===== config.mk =====
export PLATFORM = sky130hd
export DESIGN_NAME = register_hazard_detector
export DESIGN_NICKNAME = d
export VERILOG_FILES = /design/src/rtl/rhd_pkg.sv /design/src/rtl/rhd_ram.sv /design/src/rtl/rhd_core.sv /design/src/rtl/register_hazard_detector.sv
export SDC_FILE = /design/constraint.sdc
export NUM_CORES = 1
export LEC_CHECK = 0
export ABC_AREA = 1
export BUFFER_PORTS_ARGS = -buffer_cell sky130_fd_sc_hd__buf_4
export CORE_ASPECT_RATIO = 1.75
export CORE_MARGIN = 2
export CORE_UTILIZATION = 33
export CTS_CLUSTER_SIZE = 16
export DETAILED_ROUTE_END_ITERATION = 16
export PLACE_DENSITY = 0.45
export SYNTH_ARGS = -nofsm -noshare
export SYNTH_HDL_FRONTEND = slang
export SYNTH_SLANG_ARGS = --single-unit

===== constraint.sdc =====
create_clock -name clk -period 7.9 [get_ports clk]
set_input_delay 1.58 -clock clk [delete_from_list [all_inputs] [get_ports clk]]
set_output_delay 1.58 -clock clk [all_outputs]
set_load 0.01 [all_outputs]

===== src/rtl/rhd_pkg.sv =====
// Shared constants and types for the register hazard detector.
`timescale 1ns / 1ps
`default_nettype none
package rhd_pkg;

  localparam int NUM_REGS   = 32;
  localparam int INDEX_BITS = 16;
  localparam int REG_BITS   = (NUM_REGS > 1) ? $clog2(NUM_REGS) : 1;
  localparam int ENTRY_BITS = 2 + INDEX_BITS;

  localparam logic [1:0] FMT_R = 2'd0;
  localparam logic [1:0] FMT_I = 2'd1;

  typedef enum logic [1:0] {
    KIND_NONE  = 2'd0,
    KIND_READ  = 2'd1,
    KIND_WRITE = 2'd2
  } access_kind_t;

  typedef enum logic [1:0] {
    HZ_RAW = 2'd0,
    HZ_WAR = 2'd1,
    HZ_WAW = 2'd2
  } hazard_t;

  typedef struct packed {
    access_kind_t            kind;
    logic [INDEX_BITS-1:0]   idx;
  } entry_t;

  typedef struct packed {
    logic                    we;
    logic [REG_BITS-1:0]     addr;
    entry_t                  data;
  } ram_wr_t;

  typedef struct packed {
    hazard_t                 kind;
    logic [4:0]              reg_num;
    logic [15:0]             earlier;
    logic [15:0]             later;
  } result_t;

endpackage
`default_nettype wire


===== src/rtl/rhd_ram.sv =====
// Generic single-write, single-read RAM with registered read data.
`timescale 1ns / 1ps
`default_nettype none
module rhd_ram #(
  parameter int WIDTH = 8,
  parameter int DEPTH = 32
) (
  input  wire logic                           clk,
  input  wire logic                           we,
  input  wire logic [$clog2(DEPTH > 1 ? DEPTH : 2)-1:0] waddr,
  input  wire logic [WIDTH-1:0]               wdata,
  input  wire logic [$clog2(DEPTH > 1 ? DEPTH : 2)-1:0] raddr,
  output logic      [WIDTH-1:0]               rdata
);

  logic [WIDTH-1:0] mem [DEPTH];

  always_ff @(posedge clk) begin
    if (we) begin
      mem[waddr] <= wdata;
    end
    rdata <= mem[raddr];
  end

endmodule
`default_nettype wire


===== src/rtl/rhd_core.sv =====
// Access sequencer: read-modify-write of the register table and result output.
`timescale 1ns / 1ps
`default_nettype none
module rhd_core (
  input  wire logic                              clk,
  input  wire logic                              rst,
  input  wire logic                              start,
  output logic                                   busy,
  input  wire logic [1:0]                        inst_format,
  input  wire logic [4:0]                        src_a,
  input  wire logic [4:0]                        src_b,
  input  wire logic [4:0]                        dest,
  input  wire logic                              src_a_used,
  input  wire logic                              src_b_used,
  input  wire logic                              dest_used,
  output rhd_pkg::ram_wr_t                       ram_wr,
  output logic [rhd_pkg::REG_BITS-1:0]           ram_raddr,
  input  wire logic [rhd_pkg::ENTRY_BITS-1:0]    ram_rdata,
  output logic                                   result_valid,
  output logic [1:0]                             hazard_kind,
  output logic [4:0]                             reg_number,
  output logic [15:0]                            earlier_index,
  output logic [15:0]                            later_index,
  output logic                                   last_of_item
);

  typedef enum logic [2:0] {
    ST_IDLE,
    ST_A,
    ST_B,
    ST_C,
    ST_D,
    ST_FLUSH
  } state_t;

  state_t                           state;
  logic [2:0]                       slot_en;
  logic [2:0]                       slot_wr;
  logic [rhd_pkg::REG_BITS-1:0]     slot_reg [3];
  logic [4:0]                       slot_num [3];
  logic [rhd_pkg::NUM_REGS-1:0]     valid;
  logic                             vld_q;
  logic                             fwd_valid;
  logic [rhd_pkg::REG_BITS-1:0]     fwd_addr;
  rhd_pkg::entry_t                  fwd_entry;
  logic                             pend_valid;
  rhd_pkg::result_t                 pend;
  logic [rhd_pkg::INDEX_BITS-1:0]   instr_counter;

  logic                             accept;
  logic [1:0]                       rd_sel;
  logic [1:0]                       ev_sel;
  logic                             ev_active;
  rhd_pkg::entry_t                  prev;
  logic                             hz_found;
  rhd_pkg::hazard_t                 hz_kind;
  rhd_pkg::result_t                 hz_res;
  logic [2:0]                       en_next;
  logic [2:0]                       wr_next;
  logic [4:0]                       num_next [3];
  logic                             ok_a;
  logic                             ok_b;
  logic                             ok_d;

  assign busy   = state inside {ST_A, ST_B, ST_C, ST_D};
  assign accept = start && !busy;

  assign ok_a = int'(src_a) < rhd_pkg::NUM_REGS;
  assign ok_b = int'(src_b) < rhd_pkg::NUM_REGS;
  assign ok_d = int'(dest) < rhd_pkg::NUM_REGS;

  always_comb begin
    en_next     = 3'b000;
    wr_next     = 3'b000;
    num_next[0] = src_a;
    num_next[1] = src_b;
    num_next[2] = dest;
    case (inst_format)
      rhd_pkg::FMT_R: begin
        en_next = {dest_used && ok_d, src_b_used && ok_b, src_a_used && ok_a};
        wr_next = 3'b100;
      end
      rhd_pkg::FMT_I: begin
        en_next = {1'b0, src_b_used && ok_b, src_a_used && ok_a};
        wr_next = 3'b010;
      end
      default: begin
        en_next = 3'b000;
      end
    endcase
  end

  always_comb begin
    rd_sel    = 2'd0;
    ev_sel    = 2'd0;
    ev_active = 1'b0;
    case (state)
      ST_B: begin
        rd_sel    = 2'd1;
        ev_sel    = 2'd0;
        ev_active = 1'b1;
      end
      ST_C: begin
        rd_sel    = 2'd2;
        ev_sel    = 2'd1;
        ev_active = 1'b1;
      end
      ST_D: begin
        ev_sel    = 2'd2;
        ev_active = 1'b1;
      end
      default: begin
        rd_sel = 2'd0;
      end
    endcase
  end

  assign ram_raddr = slot_reg[rd_sel];

  always_comb begin
    prev = vld_q ? rhd_pkg::entry_t'(ram_rdata) : '0;
    if (fwd_valid && fwd_addr == slot_reg[ev_sel]) begin
      prev = fwd_entry;
    end
    ram_wr.we        = ev_active && slot_en[ev_sel];
    ram_wr.addr      = slot_reg[ev_sel];
    ram_wr.data.kind = slot_wr[ev_sel] ? rhd_pkg::KIND_WRITE : rhd_pkg::KIND_READ;
    ram_wr.data.idx  = instr_counter;
    hz_found = 1'b0;
    hz_kind  = rhd_pkg::HZ_RAW;
    if (prev.kind == rhd_pkg::KIND_WRITE) begin
      hz_found = 1'b1;
      hz_kind  = slot_wr[ev_sel] ? rhd_pkg::HZ_WAW : rhd_pkg::HZ_RAW;
    end else if (prev.kind == rhd_pkg::KIND_READ && slot_wr[ev_sel]) begin
      hz_found = 1'b1;
      hz_kind  = rhd_pkg::HZ_WAR;
    end
    hz_found       = hz_found && ram_wr.we;
    hz_res.kind    = hz_kind;
    hz_res.reg_num = slot_num[ev_sel];
    hz_res.earlier = 16'(prev.idx);
    hz_res.later   = 16'(instr_counter);
  end

  always_ff @(posedge clk) begin
    if (rst) begin
      state         <= ST_IDLE;
      valid         <= '0;
      fwd_valid     <= 1'b0;
      pend_valid    <= 1'b0;
      result_valid  <= 1'b0;
      instr_counter <= '0;
    end else begin
      result_valid <= pend_valid && (hz_found || state == ST_FLUSH);
      fwd_valid    <= ram_wr.we;
      fwd_addr     <= ram_wr.addr;
      fwd_entry    <= ram_wr.data;
      vld_q        <= valid[ram_raddr];
      if (ram_wr.we) begin
        valid[ram_wr.addr] <= 1'b1;
      end
      // hold one result back until it is known whether it is the last
      if (hz_found) begin
        pend       <= hz_res;
        pend_valid <= 1'b1;
        if (pend_valid) begin
          hazard_kind   <= pend.kind;
          reg_number    <= pend.reg_num;
          earlier_index <= pend.earlier;
          later_index   <= pend.later;
          last_of_item  <= 1'b0;
        end
      end
      case (state)
        ST_IDLE: state <= accept ? ST_A : ST_IDLE;
        ST_A: state <= ST_B;
        ST_B: state <= ST_C;
        ST_C: state <= ST_D;
        ST_D: state <= ST_FLUSH;
        ST_FLUSH: begin
          state <= accept ? ST_A : ST_IDLE;
          if (pend_valid) begin
            hazard_kind   <= pend.kind;
            reg_number    <= pend.reg_num;
            earlier_index <= pend.earlier;
            later_index   <= pend.later;
            last_of_item  <= 1'b1;
          end
          pend_valid <= 1'b0;
          if (instr_counter != {rhd_pkg::INDEX_BITS{1'b1}}) begin
            instr_counter <= instr_counter + 1'b1;
          end
        end
        default: state <= ST_IDLE;
      endcase
    end
  end

  always_ff @(posedge clk) begin
    if (accept) begin
      slot_en     <= en_next;
      slot_wr     <= wr_next;
      slot_reg[0] <= rhd_pkg::REG_BITS'(src_a);
      slot_reg[1] <= rhd_pkg::REG_BITS'(src_b);
      slot_reg[2] <= rhd_pkg::REG_BITS'(dest);
      slot_num[0] <= num_next[0];
      slot_num[1] <= num_next[1];
      slot_num[2] <= num_next[2];
    end
  end

endmodule
`default_nettype wire


===== src/rtl/register_hazard_detector.sv =====
// Top level: register table RAM and access sequencer.
// An instruction passes through one table read, three read-modify-write
// steps (one per access slot, pipelined on the RAM port) and one flush step.
// A new instruction is accepted in the flush step or while idle.
// Results appear one per cycle, no stall.
// Synchronous reset clears the table valid bits, counter and control at once.
`timescale 1ns / 1ps
`default_nettype none
module register_hazard_detector (
  input  wire logic        clk,
  input  wire logic        rst,
  input  wire logic        start,
  output logic             busy,
  input  wire logic [1:0]  inst_format,
  input  wire logic [4:0]  src_a,
  input  wire logic [4:0]  src_b,
  input  wire logic [4:0]  dest,
  input  wire logic        src_a_used,
  input  wire logic        src_b_used,
  input  wire logic        dest_used,
  output logic             result_valid,
  output logic [1:0]       hazard_kind,
  output logic [4:0]       reg_number,
  output logic [15:0]      earlier_index,
  output logic [15:0]      later_index,
  output logic             last_of_item
);

  rhd_pkg::ram_wr_t                   ram_wr;
  logic [rhd_pkg::REG_BITS-1:0]       ram_raddr;
  logic [rhd_pkg::ENTRY_BITS-1:0]     ram_rdata;

  rhd_ram #(
    .WIDTH (rhd_pkg::ENTRY_BITS),
    .DEPTH (rhd_pkg::NUM_REGS)
  ) u_table (
    .clk   (clk),
    .we    (ram_wr.we),
    .waddr (ram_wr.addr),
    .wdata (ram_wr.data),
    .raddr (ram_raddr),
    .rdata (ram_rdata)
  );

  rhd_core u_core (
    .clk           (clk),
    .rst           (rst),
    .start         (start),
    .busy          (busy),
    .inst_format   (inst_format),
    .src_a         (src_a),
    .src_b         (src_b),
    .dest          (dest),
    .src_a_used    (src_a_used),
    .src_b_used    (src_b_used),
    .dest_used     (dest_used),
    .ram_wr        (ram_wr),
    .ram_raddr     (ram_raddr),
    .ram_rdata     (ram_rdata),
    .result_valid  (result_valid),
    .hazard_kind   (hazard_kind),
    .reg_number    (reg_number),
    .earlier_index (earlier_index),
    .later_index   (later_index),
    .last_of_item  (last_of_item)
  );

endmodule
`default_nettype wire


==> results of run 1 <==
==> Yosys cell counts, types with 8 or more instances <==
cell type	count
mux2i_1	39
nand4_1	8
nand3_1	183
nor2_1	156
a21oi_2	41
o21ai_0	348
a21oi_1	168
inv_1	382
nor3_1	15
o21ai_1	19
a31oi_1	19
nand2_1	347
clkbuf_1	89
dfxtp_1	72
buf_2	55
o211ai_1	38
edfxtp_1	699
==> cell type report <==
| class | instances | area [um2] |
|---|---|---|
| Sequential cell | 771 | 22400 |
| Tap cell | 1216 | 1520 |
| Timing Repair Buffer | 130 | 988 |
| Fill cell | 9290 | 59500 |
| Clock buffer | 99 | 1980 |
| Multi-Input combinational cell | 1413 | 7210 |
| Clock inverter | 30 | 229 |
| Inverter | 392 | 1480 |
==> report_power, final <==
| group | total (mW) | switching (mW) | internal [mW] | leakage, nW |
|---|---|---|---|---|
| Combinational | 3.56 | 2.63 | 0.926 | 5.71 |
| Sequential | 4.73 | 0.131 | 4.60 | 6.39 |
| Clock | 3.36 | 1.51 | 1.85 | 1.08 |
| Total | 11.6 | 4.27 | 7.38 | 13.2 |
==> cells in the final DEF (no fill, tap or decap), drive strengths merged, types with 39 or more instances in the layout <==
master,instances
a21oi,209
clkbuf,99
o21ai,367
nand2,352
nor2,159
edfxtp,699
buf,130
dfxtp,72
inv,391
mux2i,39
nand3,189
==> through the flow <==
step | instance area, um2 | setup slack [ns]
2_1_floorplan | 31700 | 3.47
3_3_place_gp | 33600 | 3.78
3_5_place_dp | 33600 | 3.70
4_1_cts | 35800 | 3.70
5_1_grt | 35800 | 3.36
6_report | 35800 | 3.67
==> worst max-delay path by stage <==
stage	endpoint	depth (start not counted)	from
6_report	u_table.rdata[3]$_DFF_P_	9	u_core.state[1]$_SDFF_PP0_
5_1_grt	u_table.rdata[3]$_DFF_P_	9	u_core.state[1]$_SDFF_PP0_
4_1_cts	u_core.pend[26]$_DFFE_PP_	15	u_core.state[0]$_SDFF_PP0_
3_5_place_dp	u_table.rdata[3]$_DFF_P_	10	u_core.state[1]$_SDFF_PP0_
3_3_place_gp	u_table.rdata[3]$_DFF_P_	10	u_core.state[1]$_SDFF_PP0_
2_1_floorplan	u_core.pend[0]$_DFFE_PP_	10	u_core.state[1]$_SDFF_PP0_
==> cell families (layout without fill, tap and decap cells) <==
| family | count (synthesis) | after routing | synth area share (%) |
|---|---|---|---|
| and+or+nand+nor | 734 | 734 | 9.96 |
| adders and majority gates | 1 | 1 | 0.0395 |
| DFF | 771 | 771 | 70.9 |
| buffers and inverters | 547 | 651 | 6.88 |
| AOI/OAI and AO/OA | 639 | 639 | 11.0 |
| muxes | 39 | 39 | 1.23 |
==> worst register-to-register path, stage by stage, from the launching register on <==
cell and delay, ns:
dfxtp_1 0.54, nand3_2 0.32, o221ai_4 0.69, buf_4 0.71, buf_4 0.85, o21ai_0 0.27, a21oi_1 0.16, o21ai_0 0.12
nand3_1 0.31, a31oi_1 0.13
==> routing by layer <==
| layer | up-vias | share of wire, % | track usage (%) |
|---|---|---|---|
| li1 | 9501 | - | - |
| met1 | 9815 | 41 | 21.3 |
| met2 | 436 | 52 | 33.4 |
| met3 | 116 | 3.7 | 2.28 |
| met4 | 0 | 3.6 | 7.05 |
| met5 | - | 0 | 0 |
==> results.md, run 1 <==
* Status: completed
* Largest register by flop count: u_table.mem
* Worst slew pin tran at 1.08 ns
* Largest net degree at the start of global routing at 225
* Wire length per cell at 21.9 um
* Post-synth ARST share at 0%
* Iter 0 DRT Violations at 1421
* CTS tree: built
* RSZ-0062 raised after global routing: no
* Final setup viols at 0
* Worst Hold Slack at 0.467 ns
* CORE AREA at 0.0953 mm2
* CP max stage cell: buf_4
* Resize count post-CTS at 0
* Die ar. at 0.0985 mm2
* Post-Synthesis Cells at 2731
* I/O Buffers at 64
* Critical path required time at 8.40 ns
* Startpoint types: flop
* I/O pins at 65
* Fin. max-slew vios at 0
* CP Class: flop to flop
* Final ANT Viol Nets at 0
* Hold Vio Cnt, Final at 0
* Placed Cells incl. Taps at 3922
* Via count of the first global-routing pass at 20000
* Crit path buffers/inverters at 2
* Share of layout cells above drive strength 1 at 11.6%
* Cts bufs inserted at 71
* Antenna violations before repair at 2
* Leak at 13.2 nW
* Routed wire length at 88.6 mm
* Clk sink count at 771
* Clock root cell: clkbuf_16
* CP peak stage delay at 0.81 ns
* GRT Util Overall at 18.1%
* Synth cell types at 41
* Hold path cells at 2
* Layout overhead on the synthesized area at 13.2%
* H-tree depth at 3
* Synth top area share at 66.3%
* Drt pass-1 iters at 6
* Ant. Diodes at 0
* Syn Nets at 2755
* Yosys reg bits at 771
* R2r worst-path depth at 9
* Fmax at 236 MHz
* Most used DFF post-synth: edfxtp_1
* Hold Path Class: flop to flop
* Fin nets at 2803
* Power, Total at 11.6 mW
* Clock transition at path regs at 0.06 ns
* Row cnt at 150
* Synth warn at 0
* Crit-path cells: nand3_2, o221ai_4, buf_4, buf_4, o21ai_0, a21oi_1, o21ai_0, nand3_1, a31oi_1
* Reg2reg end: u_table.rdata[3]$_DFF_P_
* Crit path time final at 4.23 ns
* Gpl congestion at 0.812
* # Post-CTS Setup Buffers at 0
* Post-DP HPWL at 52.1 mm
* Non-Filler Instances at 4051
* Setup Skew at 0.0211 ns
* Vias at 19900
* Hold Buf Count CTS at 0
* Die Height at 414 um
* Post-Syn Area per Cell at 11.6 um2
* Routed vias/inst at 4.90
* FF-to-FF Start: u_core.state[1]$_SDFF_PP0_
* Grt ovf at 0
* Flip-flop count of the largest register after layout at 576
* Post-synth EDFFs at 699
* Regs by FF count: u_table.mem: 576 flops, u_core.pend: 39 flops, u_core.valid: 32 flops
* Remaining DRCs at 0
* Die X at 238 um
* Synthesized cell area at 0.0317 mm2
* Max FO, Critical Path at 77
* Min-Delay Endpoint: u_core.valid[2]$_SDFFE_PP0P_
* R2r setup slk at 3.67 ns
* Max VDD drop at 0.290 mV
* Initial Util at 33.2%
* Delay-heaviest family, CP: buffers and inverters
* Critical path arrival at 4.73 ns
* Register area share after synthesis at 70.9%
* Clk_lat worst skew at 0.64 ns
* Post-synth top area cell: edfxtp_1
* First-pass GRT wire length at 131 mm
* PD cells at 325 mW/mm2
* Beginning of the worst hold path: u_core.valid[2]$_SDFFE_PP0P_
* TNS Setup at 0 ns
* Post-layout util at 37.6%
* Max Cap Viol at 0
* Slew margin rel. at 27.5%
* Final Cycle Share at 53.5%
* Worst Setup End Kind: flop
* Max Root-Sink Buffers at 3
* Ranking of synthesized cells by area: edfxtp_1 (66%), o21ai_0 (5.5%), dfxtp_1 (4.6%)
Power figures use the tool's default switching activity.
==> inputs of run 2 (changes only) <==
- ABC_AREA: 1 -> 0
- PLACE_DENSITY: 0.45 -> 0.47
- clock period: 7.9 -> 3.71 ns (I/O delays scaled with it)
==> run 2 against run 1 <==
  * Routed wire length fell by 19%
  * Die area is 5.1% lower
  * Largest cell class unchanged
  * Sequential power up 100%
==> results.md, run 2 <==
* Status: completed
* Iter 0 DRT Violations at 877
* Max Cap Viol at 0
* Max Root-Sink Buffers at 3
* Hold Path Class: primary input to flop
* Routed wire length at 71.4 mm
* PD cells at 545 mW/mm2
* Cts bufs inserted at 70
* TNS Setup at 0 ns
* Synth top cells by count: edfxtp_1 (699), mux4_2 (152), nor2_1 (152)
* Post-synth EDFFs at 699
* Drt pass-1 iters at 5
* Final setup viols at 0
* CP Class: flop to flop
* Flip-flop count of the largest register after layout at 576
* # Post-CTS Setup Buffers at 0
* Post-Synth Simple-Gate Area at 4.79%
* Max VDD drop at 0.306 mV
* Fin. max-slew vios at 0
* Wire length per cell at 23.7 um
* Post-Synthesis Cells at 1623
* Synth top area share at 69.9%
* Worst Setup End Kind: flop
* Gpl congestion at 0.780
* Synth warn at 0
* Via count of the first global-routing pass at 16000
* Syn Nets at 1647
* I/O Buffers at 64
* I/O pins at 65
* Final Cycle Share at 88.7%
* Most numerous cell in the Yosys netlist: edfxtp_1
* Post-synth top area cell: edfxtp_1
* CORE AREA at 0.0904 mm2
* Critical path required time at 4.23 ns
* Fin nets at 1796
* Fraction of synthesized area in multiplexers at 14.4%
* Critical path arrival at 3.81 ns
* Clock root cell: clkbuf_16
* Register area share after synthesis at 74.7%
* Grt ovf at 0
* Clk_lat worst skew at 0.63 ns
* Largest family of logic cells by synthesized area: multiplexers
* Hold Buf Count CTS at 0
* Synth Area in Adders at 0.0417%
* Fmax at 304 MHz
* Die ar. at 0.0935 mm2
* Largest net degree at the start of global routing at 77
* Die Height at 403 um
* Power, Total at 19.1 mW
* Clk sink count at 771
* Synth cell types at 56
* Routed vias/inst at 5.01
* Leak at 11.5 nW
* Worst slew pin tran at 1.14 ns
* Slew margin rel. at 23.9%
* Most frequent cells in the layout: edfxtp_1 (699), mux4_2 (152), buf_4 (138)
* Regs by FF count: u_table.mem: 576 flops, u_core.pend: 39 flops, u_core.valid: 32 flops
* Post-Syn Area per Cell at 18.5 um2
* Commonest non-fill, non-tap cell in the layout: edfxtp_1
* Die X at 232 um
* Antenna violations before repair at 0
* Post-synth ARST share at 0%
* CTS tree: built
* Remaining DRCs at 0
* Ant. Diodes at 0
* H-tree depth at 3
* Resize count post-CTS at 0
* Startpoint types: flop
* Crit path time final at 3.29 ns
* Final ANT Viol Nets at 0
* Vias at 15100
* Largest register by flop count: u_table.mem
* Most used DFF post-synth: edfxtp_1
* Register Area at 0.0224 mm2
* First-pass GRT wire length at 107 mm
* RSZ-0062 raised after global routing: no
* Layout overhead on the synthesized area at 16.8%
* Share of layout cells above drive strength 1 at 25.8%
* Post-synthesis xor/xnor area fraction at 0.554%
* Ranking of synthesized cells by area: edfxtp_1 (70%), mux4_2 (11%), dfxtp_1 (4.8%)
* Fill cells at 8193
* Setup Skew at 0.0292 ns
* Synthesized cell area at 0.0300 mm2
* Yosys reg bits at 771
* Max FO, Critical Path at 26
* Clock transition at path regs at 0.06 ns
* Compound-Gate Fraction of Synth Area at 3.84%
* Multi-input gate area at 0.00728 mm2
* Row cnt at 146
* Post-DP HPWL at 46.5 mm
* Hold Vio Cnt, Final at 0
* Initial Util at 33.2%
* Post-layout util at 38.8%
* GRT Util Overall at 15.4%
[run 2: layer usage]
| metal | up-vias | track usage (%) | routed length [um] |
|---|---|---|---|
| li1 | 6736 | - | - |
| met1 | 7956 | 17.1 | 27400 |
| met5 | - | 0 | 0 |
| met4 | 0 | 4.78 | 1630 |
| met3 | 99 | 2.16 | 2210 |
| met2 | 282 | 29.8 | 40200 |
[run 2: cell families (layout without fill, tap and decap cells)]
group	count (synthesis)	in the layout
flops	771	771
simple gates	311	311
mux	241	241
compound gates	181	181
buf+inv	99	303
xor+xnor	19	19
fa+ha+maj	1	1
[run 2: worst paths after layout]
| check | startpoint | to | slack (ns) | cells past startpoint |
|---|---|---|---|---|
| hold / removal | src_a[1] | u_core.slot_reg[0][1]$_DFFE_PP_ | 0.29 | 1 |
| setup / recovery | u_core.state[0]$_SDFF_PP0_ | u_table.rdata[12]$_DFF_P_ | 0.42 | 10 |
| hold reg to reg | u_core.valid[19]$_SDFFE_PP0P_ | u_core.valid[19]$_SDFFE_PP0P_ | 0.47 | 2 |
| setup reg to reg | u_core.state[0]$_SDFF_PP0_ | u_table.rdata[12]$_DFF_P_ | 0.42 | 10 |
[run 2: power breakdown]
group / internal [mW] / total [mW] / switching [mW]
combinational: 0.984 / 2.14 / 1.15
clock: 4.08 / 7.29 / 3.20
sequential: 9.54 / 9.68 / 0.141
total: 14.6 / 19.1 / 4.50
[run 2: final cells by class]
type / instances / area share (%)
timing repair buffer: 165 / 4.49
inverter: 11 / 0.118
sequential: 771 / 63.9
clock inverter: 33 / 0.895
tap: 1184 / 4.22
clock buffer: 94 / 5.58
multi-input combinational: 753 / 20.7
[run 2: through the flow]
step | hold WS [ns] | worst slack [ns] | instances | cell area [um2]
final | 0.291 | 0.418 | 3011 | 35100
after global routing | 0.257 | 0.183 | 3011 | 35100
after CTS | 0.249 | 0.382 | 3011 | 35100
after detailed placement | 0.455 | 0.389 | 2884 | 32800
after global placement | 0.442 | 0.409 | 2884 | 32800
after floorplan | 0.431 | 0.0847 | 1623 | 30000
[run 2: worst max-delay path, cell delays in order, from the launching register on]
cell	delay, ns
dfxtp_1	0.53
buf_4	0.26
mux2_2	0.37
mux2i_4	0.31
buf_12	0.21
buf_12	0.26
mux4_2	0.52
nor2b_1	0.14
a211oi_1	0.20
a211oi_1	0.12
a21o_1	0.20
